[config.mk]
export PLATFORM = sky130hd
export DESIGN_NAME = ocf_norm
export DESIGN_NICKNAME = d
export VERILOG_FILES = /design/src/hw/rtl/ocf_pkg.sv /design/src/hw/rtl/ocf_norm.sv
export SDC_FILE = /design/constraint.sdc
export NUM_CORES = 2
export LEC_CHECK = 0
export ABC_AREA = 1
export BUFFER_PORTS_ARGS = -buffer_cell sky130_fd_sc_hd__buf_2
export CAP_MARGIN = 20
export CORE_MARGIN = 1
export CORE_UTILIZATION = 40
export DETAILED_ROUTE_END_ITERATION = 6
export MAX_ROUTING_LAYER = met4
export PLACE_DENSITY = 0.54
export SLEW_MARGIN = 5
export SYNTH_ARGS = -nofsm -noshare
export SYNTH_HDL_FRONTEND = slang
export SYNTH_SLANG_ARGS = --single-unit
[constraint.sdc]
create_clock -name i_clk -period 17.6 [get_ports i_clk]
set_input_delay 0.88 -clock i_clk [delete_from_list [all_inputs] [get_ports i_clk]]
set_output_delay 0.88 -clock i_clk [all_outputs]
set_load 0.01 [all_outputs]
[src/hw/rtl/ocf_pkg.sv]
// Shared widths and register indexes for the octree enclosing cube finder.
package ocf_pkg;

    localparam int COORD_W   = 48;                  // Q26.22 coordinates and origins
    localparam int SCALE_W   = 32;                  // normalization factor
    localparam int DIFF_W    = COORD_W + 1;         // coord - origin
    localparam int HI_W      = COORD_W - SCALE_W;   // upper slice of the difference
    localparam int IDX_W     = 23;                  // row / col / height
    localparam int LVL_W     = 5;                   // level
    localparam int CFG_IDX_W = 3;

    typedef enum logic [CFG_IDX_W-1:0] {
        CFG_ORIGIN_X = 3'd0,
        CFG_ORIGIN_Y = 3'd1,
        CFG_ORIGIN_Z = 3'd2,
        CFG_SCALE_X  = 3'd3,
        CFG_SCALE_Y  = 3'd4,
        CFG_SCALE_Z  = 3'd5
    } t_cfg_idx;

endpackage

[src/hw/rtl/ocf_norm.sv]
// One-axis normalizer: (coord - origin) * scale / 2^32, three register stages.
module ocf_norm import ocf_pkg::*; #(
    parameter int LEVELS = 24
) (
    input  logic                      i_clk,
    input  logic signed [COORD_W-1:0] i_coord,
    input  logic signed [COORD_W-1:0] i_origin,
    input  logic        [SCALE_W-1:0] i_scale,
    output logic        [LEVELS-1:0]  o_n,
    output logic                      o_ok
);

    logic [DIFF_W-1:0]          r_d;
    logic                       r_neg;
    logic [2*SCALE_W-1:0]       r_plo;
    logic [HI_W+SCALE_W-1:0]    r_phi;
    logic [LEVELS-1:0]          r_n;
    logic                       r_ok;

    logic [DIFF_W-1:0]          n_d;
    logic [DIFF_W-1:0]          n_v;
    logic                       n_zero_scale;

    assign n_d = {i_coord[COORD_W-1], i_coord} - {i_origin[COORD_W-1], i_origin};

    // floor(d*s/2^32) = hi*s + floor(lo*s/2^32) exactly, for d >= 0
    assign n_v = {1'b0, r_phi} + {{(DIFF_W-SCALE_W){1'b0}}, r_plo[2*SCALE_W-1:SCALE_W]};
    assign n_zero_scale = (i_scale == '0);

    always_ff @(posedge i_clk) begin
        r_d   <= n_d;
        r_neg <= r_d[DIFF_W-1];
        r_plo <= r_d[SCALE_W-1:0] * i_scale;
        r_phi <= r_d[COORD_W-1:SCALE_W] * i_scale;
        if (n_zero_scale) begin
            r_n  <= '0;
            r_ok <= 1'b1;
        end else begin
            r_n  <= n_v[LEVELS-1:0];
            r_ok <= !r_neg && (n_v[DIFF_W-1:LEVELS] == '0);
        end
    end

    assign o_n  = r_n;
    assign o_ok = r_ok;

endmodule

==> results.md <==
* Setup TNS at 0 ns
* Worst Clk Skew at 0.0342 ns
* Post-Syn Area per Cell at 7.42 µm²
* Effective utilization at floorplan at 40.4%
* Total CTS buffers at 17
* Register area share after synthesis at 5.11%
* WL final at 185 mm
* Tmin final at 8.04 ns
* GPL Wtd Cong at 0.935
* Crit. End Element: flop
* Post-synth EDFFs at 0
* Antenna violations before repair at 10
* Met2 Use GR at 41.1%
* Port bufs at 153
* Flops & latches, synth at 155
* Clock transition at path regs at 0.09 ns
* Most Crowded Layer GR: met2
* CP required at 18.02 ns
* Clk buf depth at 2
* Fraction of layout cells with a size suffix above 1 at 3.82%
* Outcome: completed
* HPWL after DPL at 148 mm
* Post-Syn Area at 60,700 µm²
* Die area at 153,000 µm²
* Tcrit/Tclk final at 45.7%
* DRT iter0 DRCs at 2,870
* Clock Tree Root: clkbuf_16
* Overflow after GRT at 0
* CP Max Fanout at 49
* NumNets Final at 10,000
* Post-route worst setup slack at 9.56 ns
* Drt drc at 0
* Slew of the pin with the lowest slew margin at 1.07 ns
* Final Hold Vio Count at 0
* Vias at 49,400
* Critical Path Start Type: input pin
* Synth unique cells at 50
* H-tree depth at 4
* Area Growth Syn to Fin at 5.57%
* Post-place setup slack at 9.12 ns
* Die width at 392 µm
* Max-cap viol count at 0
* Die height at 392 µm
* Number of global-route vias before repair at 53,700
* Post-CTS sizing at 0
* Cts-stage hold buffer count at 0
* Worst-skew pair later-pin latency at 0.53 ns
* IO Pins at 154
* Final ANT Viol Nets at 0
* Per-cell routed wire length at 18.2 µm
* CTS sink count at 155
* Yosys warning count at 0
* Highest Clock Rate at 124 MHz
* Slew headroom at 28.9%
* # Post-CTS Setup Buffers at 0
* Post-Synthesis Cells at 8,188
* Fill cell count at 15,800
* Global-route wire length before repair at 302 mm
* Top cells by area, synth: fa_1 (43%), inv_1 (15%), nand2_1 (14%), ha_1 (9.5%), dfxtp_1 (5.1%)
* Largest area contributor in the netlist: fa_1
* Tot GR Track Use at 26.1%
* CTS tree: built
* CP arrival at 8.47 ns
* Most frequent cells in the layout: inv_1 (2,473), nand2_1 (2,254), fa_1 (1,315), ha_1 (460), nor2_1 (346)
* Commonest non-fill, non-tap cell in the layout: inv_1
* Met1 Resource Use GR at 36.2%
* Asr flop ratio synth at 0%
* Via-to-Cell Ratio at 4.86
* Drt first pass iters at 6
* Final Setup Violations at 0
* Synthesized Nets at 10,100
* Num rows at 142
* Core ar. at 150,000 µm²
* Worst hold path type: flop to flop
* Global Route met3 Usage at 3.56%
* Crit path kind: input pin to flop
* RSZ-0062 raised after global routing: no
* Top FF cell, synth: dfxtp_1
* Largest net degree at the start of global routing at 50
* Top-area cell type share of the netlist area at 43.4%
* Final Max Slew Viols at 0
==> synth_stat cells, types with 3 or more instances <==
master	number
o21ai_2	9
o21bai_1	26
nand2_2	7
a31oi_1	39
a21oi_1	233
clkbuf_1	256
inv_1	2473
nor2_2	13
nand3_1	118
nor3_1	30
fa_1	1315
o21a_1	22
a21o_1	20
o21ai_0	137
nor2_1	346
nand2_1	2254
nand3b_1	12
nor4_1	18
a221oi_1	3
xnor2_1	44
nand4_1	27
and3_1	4
xor2_1	77
o21ai_1	3
ha_1	460
buf_1	50
a21boi_0	5
dfxtp_1	155
==> flip-flops by register name (all words and copies together), names as in the netlist <==
signal and count:
r_plo 32, r_d 49, o_n 24, r_phi 48
o_ok 1, r_neg 1
==> metrics by stage <==
stage	instance area, µm²	hold WS (ns)	util [%]	std cells
floorplan	60700	0.310	-	8188
global placement	63400	0.525	42.2	10100
detailed placement	63400	0.523	42.2	10100
CTS	64100	0.529	42.6	10200
global route	64100	0.536	42.7	10200
finish	64100	0.555	42.7	10200
==> worst max-delay path: stages <==
cell,delay (ns)
buf_2,0.07
buf_4,0.64
nand2_1,0.18
fa_1,0.55
fa_1,0.56
inv_1,0.06
fa_1,0.48
fa_1,0.61
fa_1,0.45
fa_1,0.47
fa_1,0.57
inv_1,0.07
fa_1,0.48
inv_1,0.04
ha_1,0.37
a21o_1,0.21
or2_1,0.26
a21oi_1,0.30
nor2_1,0.07
nor2_1,0.23
nand3_1,0.30
a21oi_1,0.34
xnor2_1,0.21
==> cell families after synthesis <==
group | share of synthesized area [%]
AOI/OAI and AO/OA | 4.86
xor gates and xnor gates | 1.75
adders and majority gates | 52.8
buffers and inverters | 17.2
DFF | 5.11
and+or+nand+nor | 18.3
==> per-layer routing <==
metal	share of wire, %	vias to the layer above
li1	-	23100
met1	47	24800
met2	45	1339
met3	6.1	166
met4	1.6	0
met5	0	-
==> layout make-up <==
type	count	area [µm²]	share of cell area, %
inverter	2475	9290	14.5
clock inverter	15	226	0.353
sequential	155	3120	4.86
timing repair buffer	228	1330	2.07
antenna	6	15.0	0.0234
tap	2016	2520	3.93
clock buffer	17	425	0.664
multi-input combinational	5252	47200	73.6
==> worst paths after layout <==
path | from | to | slack (ns) | cells after the start
worst max-delay path | i_scale[17] | r_plo[60] | 9.56 | 23
worst min-delay path | r_d[48] | r_neg | 0.55 | 0
worst max register to register | r_d[11] | r_plo[60] | 9.77 | 23
worst min register to register | r_d[48] | r_neg | 0.55 | 0
Power is not shown: default switching activity piles up to over one toggle a cycle in this logic, so the estimate is an artifact.
